File: config.mk
export PLATFORM = sky130hd
export DESIGN_NAME = three_wire_rtc_serial_master_unit
export DESIGN_NICKNAME = d
export VERILOG_FILES = /design/src/sv/rtc3w_pkg.sv /design/src/sv/rtc3w_cfg.sv /design/src/sv/rtc3w_core.sv /design/src/sv/three_wire_rtc_serial_master_unit.sv
export SDC_FILE = /design/constraint.sdc
export NUM_CORES = 1
export LEC_CHECK = 0
export ABC_AREA = 1
export BUFFER_PORTS_ARGS = -buffer_cell sky130_fd_sc_hd__clkbuf_2
export CAP_MARGIN = 20
export CORE_MARGIN = 5
export CORE_UTILIZATION = 50
export DETAILED_ROUTE_END_ITERATION = 8
export PLACE_DENSITY = 0.73
export SYNTH_ARGS = -nofsm -noshare
export SYNTH_HDL_FRONTEND = slang
export SYNTH_SLANG_ARGS = --single-unit
File: constraint.sdc
create_clock -name clk -period 5.5 [get_ports clk]
set_input_delay 1.1 -clock clk [delete_from_list [all_inputs] [get_ports clk]]
set_output_delay 1.1 -clock clk [all_outputs]
set_load 0.005 [all_outputs]
File: src/sv/rtc3w_pkg.sv
// shared types and constants for the three-wire rtc serial master
// used by rtc3w_cfg, rtc3w_core and three_wire_rtc_serial_master_unit
package rtc3w_pkg;

	// configuration port geometry
	localparam int ADDR_W = 4;
	localparam int DATA_W = 32;

	// register indexes (byte address is 4 * index)
	localparam logic [1:0] REG_HALF_PERIOD = 2'd0;
	localparam logic [1:0] REG_TURNAROUND  = 2'd1;
	localparam logic [1:0] REG_CONTROL     = 2'd2;

	// reset values of the registers
	localparam logic [7:0] HALF_PERIOD_RST = 8'd2;
	localparam logic [7:0] TURNAROUND_RST  = 8'd5;
	localparam logic [7:0] CONTROL_RST     = 8'd142;

	// command codes
	localparam logic [1:0] ACT_TICK      = 2'd0;
	localparam logic [1:0] ACT_WRITE     = 2'd1;
	localparam logic [1:0] ACT_READ      = 2'd2;
	localparam logic [1:0] ACT_PROTECTED = 2'd3;

	// protected write framing
	localparam logic [1:0] SUB_NONE       = 2'd0;
	localparam logic [1:0] SUB_UNPROTECT  = 2'd1;
	localparam logic [1:0] SUB_USER       = 2'd2;
	localparam logic [1:0] SUB_PROTECT    = 2'd3;
	localparam logic [7:0] CTRL_OPEN      = 8'h00;
	localparam logic [7:0] CTRL_CLOSE     = 8'h80;
	localparam logic [7:0] READ_FLAG      = 8'h01;

	// bit positions in a frame
	localparam logic [3:0] BIT_FIRST      = 4'd0;
	localparam logic [3:0] BIT_ADDR_LAST  = 4'd7;
	localparam logic [3:0] BIT_DATA_FIRST = 4'd8;
	localparam logic [3:0] BIT_DATA_LAST  = 4'd15;

	// pin sequencer phases
	typedef enum logic [3:0] {
		PH_IDLE      = 4'd0,
		PH_SET_DATA  = 4'd1,
		PH_CLK_HIGH  = 4'd2,
		PH_BYTE2     = 4'd3,
		PH_FALL_LAST = 4'd4,
		PH_RELEASE   = 4'd5,
		PH_SAMPLE    = 4'd6,
		PH_READ_LOW  = 4'd7,
		PH_END       = 4'd8,
		PH_START     = 4'd9
	} phase_t;

	typedef struct packed {
		logic [7:0] half_period_ticks;
		logic [7:0] turnaround_ticks;
		logic [7:0] control_address;
	} cfg_t;

	typedef struct packed {
		logic chip_enable;
		logic serial_clock;
		logic line_out;
		logic line_drive;
	} pins_t;

	typedef struct packed {
		logic       rejected;
		logic       busy_res;
		logic       finished;
		logic [7:0] read_value;
		logic       line_drive;
		logic       line_out;
		logic       serial_clock;
		logic       chip_enable;
	} res_t;

	// a programmed delay of zero behaves as one tick
	function automatic logic [7:0] hold_for(input logic [7:0] t);
		hold_for = (t == 8'd0) ? 8'd0 : t - 8'd1;
	endfunction

endpackage

File: src/sv/rtc3w_cfg.sv
// apb-style register file: half period, turnaround and control address
// depends on rtc3w_pkg
module rtc3w_cfg (
	input  logic                        clk,
	input  logic                        arst_n,
	input  logic                        psel,
	input  logic                        penable,
	input  logic                        pwrite,
	input  logic [rtc3w_pkg::ADDR_W-1:0] paddr,
	input  logic [rtc3w_pkg::DATA_W-1:0] pwdata,
	output logic [rtc3w_pkg::DATA_W-1:0] prdata,
	output logic                        pready,
	output rtc3w_pkg::cfg_t             cfg
);

	rtc3w_pkg::cfg_t cfg_q;
	logic [1:0]      index;
	logic            wr_en;

	assign pready = 1'b1;
	assign index  = paddr[rtc3w_pkg::ADDR_W-1:2];
	assign wr_en  = psel && penable && pwrite && pready;
	assign cfg    = cfg_q;

	// register writes
	always_ff @(posedge clk or negedge arst_n) begin
		if (!arst_n) begin
			cfg_q.half_period_ticks <= rtc3w_pkg::HALF_PERIOD_RST;
			cfg_q.turnaround_ticks  <= rtc3w_pkg::TURNAROUND_RST;
			cfg_q.control_address   <= rtc3w_pkg::CONTROL_RST;
		end else if (wr_en) begin
			case (index)
				rtc3w_pkg::REG_HALF_PERIOD: cfg_q.half_period_ticks <= pwdata[7:0];
				rtc3w_pkg::REG_TURNAROUND:  cfg_q.turnaround_ticks  <= pwdata[7:0];
				rtc3w_pkg::REG_CONTROL:     cfg_q.control_address   <= pwdata[7:0];
				default: ;
			endcase
		end
	end

	// read-back
	always_comb begin
		case (index)
			rtc3w_pkg::REG_HALF_PERIOD: prdata = {24'd0, cfg_q.half_period_ticks};
			rtc3w_pkg::REG_TURNAROUND:  prdata = {24'd0, cfg_q.turnaround_ticks};
			rtc3w_pkg::REG_CONTROL:     prdata = {24'd0, cfg_q.control_address};
			default:                    prdata = '0;
		endcase
	end

endmodule

File: src/sv/rtc3w_core.sv
// pin sequencer: one tick or command per step, state held in registers
// depends on rtc3w_pkg
module rtc3w_core (
	input  logic            clk,
	input  logic            arst_n,
	input  logic            step,
	input  logic [1:0]      action,
	input  logic [7:0]      reg_address,
	input  logic [7:0]      write_value,
	input  logic            line_in,
	input  rtc3w_pkg::cfg_t cfg,
	output rtc3w_pkg::res_t res
);

	rtc3w_pkg::phase_t phase_q, phase_d;
	logic [3:0]        bit_q, bit_d;
	logic [7:0]        wait_q, wait_d;
	logic [7:0]        sout_q, sout_d;
	logic [7:0]        sin_q, sin_d;
	logic [7:0]        addr_q, addr_d;
	logic [7:0]        value_q, value_d;
	logic [1:0]        sub_q, sub_d;
	logic              is_read_q, is_read_d;
	rtc3w_pkg::pins_t  pins_q, pins_d;
	logic [7:0]        last_q, last_d;
	logic              done;
	logic              rej;
	logic [7:0]        hold_half;

	assign hold_half = rtc3w_pkg::hold_for(cfg.half_period_ticks);

	// next state for one step
	always_comb begin
		phase_d   = phase_q;
		bit_d     = bit_q;
		wait_d    = wait_q;
		sout_d    = sout_q;
		sin_d     = sin_q;
		addr_d    = addr_q;
		value_d   = value_q;
		sub_d     = sub_q;
		is_read_d = is_read_q;
		pins_d    = pins_q;
		last_d    = last_q;
		done      = 1'b0;
		rej       = 1'b0;
		if (phase_q == rtc3w_pkg::PH_IDLE) begin
			if (action != rtc3w_pkg::ACT_TICK) begin
				addr_d    = reg_address;
				value_d   = write_value;
				is_read_d = (action == rtc3w_pkg::ACT_READ);
				sub_d     = (action == rtc3w_pkg::ACT_PROTECTED) ?
					rtc3w_pkg::SUB_UNPROTECT : rtc3w_pkg::SUB_NONE;
				if (action == rtc3w_pkg::ACT_READ)
					sout_d = reg_address | rtc3w_pkg::READ_FLAG;
				else if (action == rtc3w_pkg::ACT_PROTECTED)
					sout_d = cfg.control_address;
				else
					sout_d = reg_address;
				pins_d.chip_enable  = 1'b1;
				pins_d.line_drive   = 1'b1;
				pins_d.serial_clock = 1'b0;
				bit_d   = rtc3w_pkg::BIT_FIRST;
				wait_d  = hold_half;
				phase_d = rtc3w_pkg::PH_SET_DATA;
			end
		end else begin
			rej = (action != rtc3w_pkg::ACT_TICK);
			if (wait_q != 8'd0) begin
				wait_d = wait_q - 8'd1;
			end else begin
				case (phase_q)
					rtc3w_pkg::PH_SET_DATA: begin
						pins_d.line_out     = sout_q[0];
						pins_d.serial_clock = 1'b0;
						sout_d  = {1'b0, sout_q[7:1]};
						wait_d  = hold_half;
						phase_d = rtc3w_pkg::PH_CLK_HIGH;
					end
					rtc3w_pkg::PH_CLK_HIGH: begin
						pins_d.serial_clock = 1'b1;
						wait_d = hold_half;
						if (bit_q == rtc3w_pkg::BIT_DATA_LAST) begin
							phase_d = rtc3w_pkg::PH_FALL_LAST;
						end else if (bit_q == rtc3w_pkg::BIT_ADDR_LAST) begin
							phase_d = is_read_q ? rtc3w_pkg::PH_RELEASE : rtc3w_pkg::PH_BYTE2;
						end else begin
							bit_d   = bit_q + 4'd1;
							phase_d = rtc3w_pkg::PH_SET_DATA;
						end
					end
					rtc3w_pkg::PH_BYTE2: begin
						if (sub_q == rtc3w_pkg::SUB_UNPROTECT)
							sout_d = rtc3w_pkg::CTRL_OPEN;
						else if (sub_q == rtc3w_pkg::SUB_PROTECT)
							sout_d = rtc3w_pkg::CTRL_CLOSE;
						else
							sout_d = value_q;
						pins_d.line_drive   = 1'b1;
						pins_d.serial_clock = 1'b0;
						bit_d   = rtc3w_pkg::BIT_DATA_FIRST;
						wait_d  = hold_half;
						phase_d = rtc3w_pkg::PH_SET_DATA;
					end
					rtc3w_pkg::PH_FALL_LAST: begin
						pins_d.serial_clock = 1'b0;
						wait_d  = 8'd0;
						phase_d = rtc3w_pkg::PH_END;
					end
					rtc3w_pkg::PH_RELEASE: begin
						pins_d.serial_clock = 1'b0;
						pins_d.line_drive   = 1'b0;
						bit_d   = rtc3w_pkg::BIT_FIRST;
						wait_d  = rtc3w_pkg::hold_for(cfg.turnaround_ticks);
						phase_d = rtc3w_pkg::PH_SAMPLE;
					end
					rtc3w_pkg::PH_SAMPLE: begin
						sin_d = {line_in, sin_q[7:1]};
						pins_d.serial_clock = 1'b1;
						wait_d  = hold_half;
						phase_d = rtc3w_pkg::PH_READ_LOW;
					end
					rtc3w_pkg::PH_READ_LOW: begin
						pins_d.serial_clock = 1'b0;
						wait_d = hold_half;
						if (bit_q >= rtc3w_pkg::BIT_ADDR_LAST) begin
							phase_d = rtc3w_pkg::PH_END;
						end else begin
							bit_d   = bit_q + 4'd1;
							phase_d = rtc3w_pkg::PH_SAMPLE;
						end
					end
					rtc3w_pkg::PH_END: begin
						pins_d.serial_clock = 1'b1;
						pins_d.chip_enable  = 1'b0;
						wait_d = 8'd0;
						if (is_read_q)
							last_d = sin_q;
						if (!is_read_q && (sub_q inside {rtc3w_pkg::SUB_UNPROTECT,
							rtc3w_pkg::SUB_USER})) begin
							sub_d   = sub_q + 2'd1;
							phase_d = rtc3w_pkg::PH_START;
						end else begin
							sub_d   = rtc3w_pkg::SUB_NONE;
							phase_d = rtc3w_pkg::PH_IDLE;
							done    = 1'b1;
						end
					end
					rtc3w_pkg::PH_START: begin
						// next frame of a protected write
						if (is_read_q)
							sout_d = addr_q | rtc3w_pkg::READ_FLAG;
						else if (sub_q inside {rtc3w_pkg::SUB_UNPROTECT,
							rtc3w_pkg::SUB_PROTECT})
							sout_d = cfg.control_address;
						else
							sout_d = addr_q;
						pins_d.chip_enable  = 1'b1;
						pins_d.line_drive   = 1'b1;
						pins_d.serial_clock = 1'b0;
						bit_d   = rtc3w_pkg::BIT_FIRST;
						wait_d  = hold_half;
						phase_d = rtc3w_pkg::PH_SET_DATA;
					end
					default: begin
						phase_d = rtc3w_pkg::PH_IDLE;
					end
				endcase
			end
		end
	end

	// result fields as seen after this step
	always_comb begin
		res.chip_enable  = pins_d.chip_enable;
		res.serial_clock = pins_d.serial_clock;
		res.line_out     = pins_d.line_out;
		res.line_drive   = pins_d.line_drive;
		res.read_value   = last_d;
		res.finished     = done;
		res.busy_res     = (phase_d != rtc3w_pkg::PH_IDLE);
		res.rejected     = rej;
	end

	// control state
	always_ff @(posedge clk or negedge arst_n) begin
		if (!arst_n) begin
			phase_q   <= rtc3w_pkg::PH_IDLE;
			bit_q     <= '0;
			wait_q    <= '0;
			sub_q     <= rtc3w_pkg::SUB_NONE;
			is_read_q <= 1'b0;
			pins_q    <= '0;
			last_q    <= '0;
			sout_q    <= '0;
			sin_q     <= '0;
			addr_q    <= '0;
			value_q   <= '0;
		end else if (step) begin
			phase_q   <= phase_d;
			bit_q     <= bit_d;
			wait_q    <= wait_d;
			sub_q     <= sub_d;
			is_read_q <= is_read_d;
			pins_q    <= pins_d;
			last_q    <= last_d;
			sout_q    <= sout_d;
			sin_q     <= sin_d;
			addr_q    <= addr_d;
			value_q   <= value_d;
		end
	end

	// a tick while idle leaves the sequencer idle
	a_idle_tick: assert property (@(posedge clk) disable iff (!arst_n)
		step && phase_q == rtc3w_pkg::PH_IDLE && action == rtc3w_pkg::ACT_TICK
		|=> phase_q == rtc3w_pkg::PH_IDLE)
		else $error("idle tick started a transaction");

	// a running delay holds the phase
	a_wait_holds: assert property (@(posedge clk) disable iff (!arst_n)
		step && phase_q != rtc3w_pkg::PH_IDLE && wait_q != 8'd0
		|=> phase_q == $past(phase_q))
		else $error("phase moved during a delay");

	// protected framing never applies to a read
	a_sub_write_only: assert property (@(posedge clk) disable iff (!arst_n)
		sub_q != rtc3w_pkg::SUB_NONE |-> !is_read_q)
		else $error("protected framing on a read");

	// the data line is released while bits are shifted in
	a_release_on_read: assert property (@(posedge clk) disable iff (!arst_n)
		(phase_q == rtc3w_pkg::PH_SAMPLE || phase_q == rtc3w_pkg::PH_READ_LOW)
		|-> !pins_q.line_drive)
		else $error("data line driven while reading");

endmodule

File: src/sv/three_wire_rtc_serial_master_unit.sv
// top level of the three-wire rtc serial master: input stage, sequencer, result stage
// depends on rtc3w_pkg, rtc3w_cfg and rtc3w_core
//
// usage
//   s_* carries one request per time step: a tick or a command (write, read,
//   protected write) in tuser, with address, data byte and sampled data line
//   in tdata. m_* returns exactly one result per request: the pin levels
//   after that step, the last read byte and the finished, busy and rejected
//   flags. the apb port sets the half period, turnaround and control
//   address; write it only while no request is in flight.
// pipeline and throughput
//   an accepted request is held in the input register, processed by the
//   sequencer when it advances and shown from the result register: m_tvalid
//   rises once the result is stored there. one request per cycle is
//   sustained while m_tready stays high; the rate is set by the single
//   sequencer step between the two registers.
// reset
//   arst_n clears both stages, the sequencer (idle, pins low, line released,
//   read byte zero) and restores the register reset values.
// stalls
//   while m_tready is low the result is held and one more request waits in
//   the input register; s_tready falls only when both are occupied.
module three_wire_rtc_serial_master_unit (
	input  logic        clk,
	input  logic        arst_n,
	// request channel
	input  logic        s_tvalid,
	output logic        s_tready,
	input  logic [23:0] s_tdata,   // reg_address[7:0], write_value[15:8], line_in[16], zero[23:17]
	input  logic [1:0]  s_tuser,   // action[1:0]
	// result channel
	output logic        m_tvalid,
	input  logic        m_tready,
	output logic [15:0] m_tdata,   // chip_enable[0], serial_clock[1], line_out[2], line_drive[3],
	                               // read_value[11:4], finished[12], busy_res[13], rejected[14],
	                               // zero[15]
	// configuration port
	input  logic                        psel,
	input  logic                        penable,
	input  logic                        pwrite,
	input  logic [rtc3w_pkg::ADDR_W-1:0] paddr,
	input  logic [rtc3w_pkg::DATA_W-1:0] pwdata,
	output logic [rtc3w_pkg::DATA_W-1:0] prdata,
	output logic                        pready
);

	rtc3w_pkg::cfg_t cfg;
	rtc3w_pkg::res_t res;
	rtc3w_pkg::res_t res_s2;
	logic            valid_s1;
	logic [1:0]      action_s1;
	logic [7:0]      addr_s1;
	logic [7:0]      value_s1;
	logic            line_s1;
	logic            valid_s2;
	logic            adv_s1;
	logic            ready_s1;

	rtc3w_cfg u_cfg (
		.clk     (clk),
		.arst_n  (arst_n),
		.psel    (psel),
		.penable (penable),
		.pwrite  (pwrite),
		.paddr   (paddr),
		.pwdata  (pwdata),
		.prdata  (prdata),
		.pready  (pready),
		.cfg     (cfg)
	);

	// handshake between the stages
	assign ready_s1 = !valid_s2 || m_tready;
	assign adv_s1   = valid_s1 && ready_s1;
	assign s_tready = !valid_s1 || ready_s1;

	// input register
	always_ff @(posedge clk or negedge arst_n) begin
		if (!arst_n) begin
			valid_s1 <= 1'b0;
		end else if (s_tready) begin
			valid_s1 <= s_tvalid;
		end
	end

	always_ff @(posedge clk) begin
		if (s_tvalid && s_tready) begin
			action_s1 <= s_tuser;
			addr_s1   <= s_tdata[7:0];
			value_s1  <= s_tdata[15:8];
			line_s1   <= s_tdata[16];
		end
	end

	rtc3w_core u_core (
		.clk         (clk),
		.arst_n      (arst_n),
		.step        (adv_s1),
		.action      (action_s1),
		.reg_address (addr_s1),
		.write_value (value_s1),
		.line_in     (line_s1),
		.cfg         (cfg),
		.res         (res)
	);

	// result register
	always_ff @(posedge clk or negedge arst_n) begin
		if (!arst_n) begin
			valid_s2 <= 1'b0;
		end else if (ready_s1) begin
			valid_s2 <= valid_s1;
		end
	end

	always_ff @(posedge clk) begin
		if (adv_s1)
			res_s2 <= res;
	end

	assign m_tvalid = valid_s2;
	assign m_tdata  = {1'b0, res_s2};

endmodule
==> impl_metrics.json <==
{
  "antenna_found_initial": 0,
  "hp-class": "flop to flop",
  "portBuffers": 60,
  "synth_edf_count": 34,
  "avgSynthCellArea_um2": 8.07,
  "cts.clk_slew.worst_paths_ns": 0.05,
  "finalPower_uw": 3790,
  "fin_util_pct": 57.2,
  "drc": 0,
  "synth.area.top_cells": "dfrtp_1, edfxtp_1, nand2_1, o21ai_0, inv_1",
  "worstMarginPinSlew_ns": 0.848,
  "track_usage_pct": 19.0,
  "setup-violations-final": 0,
  "antenna_cells": 0,
  "fin_crit_ns": 3.27,
  "grt_max_degree": 56,
  "ant_nets": 0,
  "start_util_pct": 50.5,
  "vias": 5456,
  "first_global_vias": 5090,
  "yosysSeqAreaShare_pct": 49.3,
  "clockBufferDepth": 2,
  "synth_top_area_cell": "dfrtp_1",
  "pin_count": 120,
  "dp_hpwl_um": 10200,
  "ys.warnings.count": 0,
  "peakVddDrop_uv": 303,
  "finalSetupTns_ns": 0,
  "synth_seq_cells": 123,
  "h-tree-depth": 4,
  "first_pass_iters": 5,
  "post-cts-setup-buffers": 0,
  "endpoint_kind": "primary output",
  "gp_congestion": 0.915,
  "cp-start-kind": "input port",
  "area_growth_pct": 13.3,
  "syn_inst": 818,
  "grt_pass1_wl_um": 24200,
  "finalInstanceArea_um2": 7480,
  "synth_flop_cell": "dfrtp_1",
  "ctsHoldBuffers": 0,
  "critPathMaxFanout": 7,
  "numCtsBuffers": 17,
  "core-area_um2": 13100,
  "cts_num_sinks": 123,
  "max_freq_mhz": 306,
  "nets": 953,
  "clock_latency_ns": 0.43,
  "post_drt_wl_per_cell_um": 13.8,
  "die_w_um": 125,
  "drv_slew": 0,
  "synth_top_area_share_pct": 31.1,
  "cts_resized": 0,
  "drive_gt1_share_pct": 15.5,
  "status": "finished clean",
  "cts-root-buf": "clkbuf_16",
  "worstPathRequired_ns": 4.40,
  "netlist_area_um2": 6610,
  "post-route-period-util_pct": 59.5,
  "synth_cell_types": 39,
  "num-fill-cells": 1208,
  "drt_iter0_drc": 386,
  "p_leak_uw": 0.00357,
  "relSlewSlack_pct": 43.3,
  "power_density_nw_per_um2": 506,
  "cts_tree": "yes",
  "hold_viol_final": 0,
  "rsz0062_at_grt": "no",
  "die_area_um2": 15600,
  "drv_cap": 0,
  "skew_ns": 0.0139,
  "vias_per_cell": 5.12,
  "ys_async_sr_fraction_pct": 72.4,
  "crit_arrival_ns": 2.17,
  "place_area_um2": 6920,
  "chipHeight_um": 125,
  "rows": 42,
  "wl_um": 14700,
  "overflow": 0,
  "critPathKind": "input port to primary output"
}
==> kinds of logic after synthesis <==
family,after synthesis,share of synthesized area [%]
other,2,0.114
AO/OA/AOI/OAI,128,10.8
flip-flops,123,49.3
adder cells (fa/ha/maj),8,1.52
AND/OR/NAND/NOR,400,25.5
buffers and inverters,137,9.77
multiplexers,10,1.70
XOR/XNOR,10,1.33
==> path summary, 6_finish.rpt <==
path | from | to | slack, ns | cells after the start
max in group asynchronous | arst_n | u_core.addr_q[4] | 3.81 | 2
max | paddr[3] | prdata[3] | 2.23 | 6
min in group asynchronous | arst_n | u_core.wait_q[3] | 0.63 | 1
max reg2reg | m_tvalid | u_core.value_q[2] | 2.68 | 5
min | value_s1[4] | u_core.value_q[4] | 0.46 | 1
min reg2reg | value_s1[4] | u_core.value_q[4] | 0.46 | 1
==> cell usage after synthesis (all sizes together), types with 3 or more instances <==
| cell | number |
|---|---|
| edfxtp | 34 |
| o221ai | 3 |
| nor2 | 77 |
| o21ai | 89 |
| buf | 38 |
| a21oi | 16 |
| nor3 | 5 |
| nand3 | 46 |
| ha | 8 |
| clkbuf | 8 |
| nand4 | 16 |
| xnor2 | 4 |
| inv | 91 |
| nand2 | 255 |
| a31oi | 3 |
| mux2 | 10 |
| dfstp | 7 |
| o211ai | 9 |
| o22ai | 4 |
| dfrtp | 82 |
| xor2 | 6 |
==> power breakdown <==
part           switching [uW]  internal (uW)
clock                     413            631
combinational             872            468
sequential                202           1200
==> sequential cells by signal, indices dropped and copies added (netlist names), 4 cells and up <==
signal,cells
u_core.bit_q,4
addr_s1,8
u_core.addr_q,8
u_core.sout_q,8
value_s1,8
u_core.pins_q,4
u_core.value_q,8
u_core.wait_q,8
m_tdata,15
u_core.sin_q,8
u_core.phase_q,4
u_cfg.cfg,24
u_core.last_q,8
==> final cells by class <==
| type | instances | area [um2] | area share [%] |
|---|---|---|---|
| sequential | 123 | 3260 | 43.5 |
| clock inverter | 14 | 121 | 1.62 |
| clock buffer | 18 | 439 | 5.87 |
| inverter | 91 | 344 | 4.60 |
| tap | 176 | 220 | 2.94 |
| multi-input combinational | 582 | 2790 | 37.3 |
| timing repair buffer | 61 | 310 | 4.15 |
==> layout by cell type (no fill, tap or decap), types with 10 or more instances in the layout <==
cell type	instances
nand2_1	249
dfrtp_1	82
inv_1	80
o21ai_0	70
nor2_1	65
clkbuf_2	59
nand3_1	46
edfxtp_1	34
conb_1	26
clkbuf_16	17
o21ai_1	16
a21oi_1	16
nand4_1	15
inv_2	10
==> critical path, stage by stage <==
cell,delay [ns]
clkbuf_2,0.10
inv_1,0.06
nor2_1,0.37
inv_1,0.15
o221ai_1,0.22
clkbuf_2,0.17
==> per-stage QoR <==
stage / hold WS, ns / instances / setup slack, ns
floorplan: 0.432 / 842 / 2.72
finish: 0.456 / 1065 / 2.23
detailed placement: 0.446 / 1033 / 1.89
global placement: 0.436 / 1033 / 1.92
CTS: 0.460 / 1065 / 2.27
global route: 0.483 / 1065 / 2.13
==> layer usage <==
metal / vias up / GRT usage (%) / routed length, um
met5: - / 0 / 0
met4: 0 / 6.57 / 264
met3: 28 / 5.37 / 913
met2: 182 / 30.7 / 6960
met1: 2523 / 24.9 / 6530
li1: 2723 / - / -
Power figures use the tool's default switching activity.
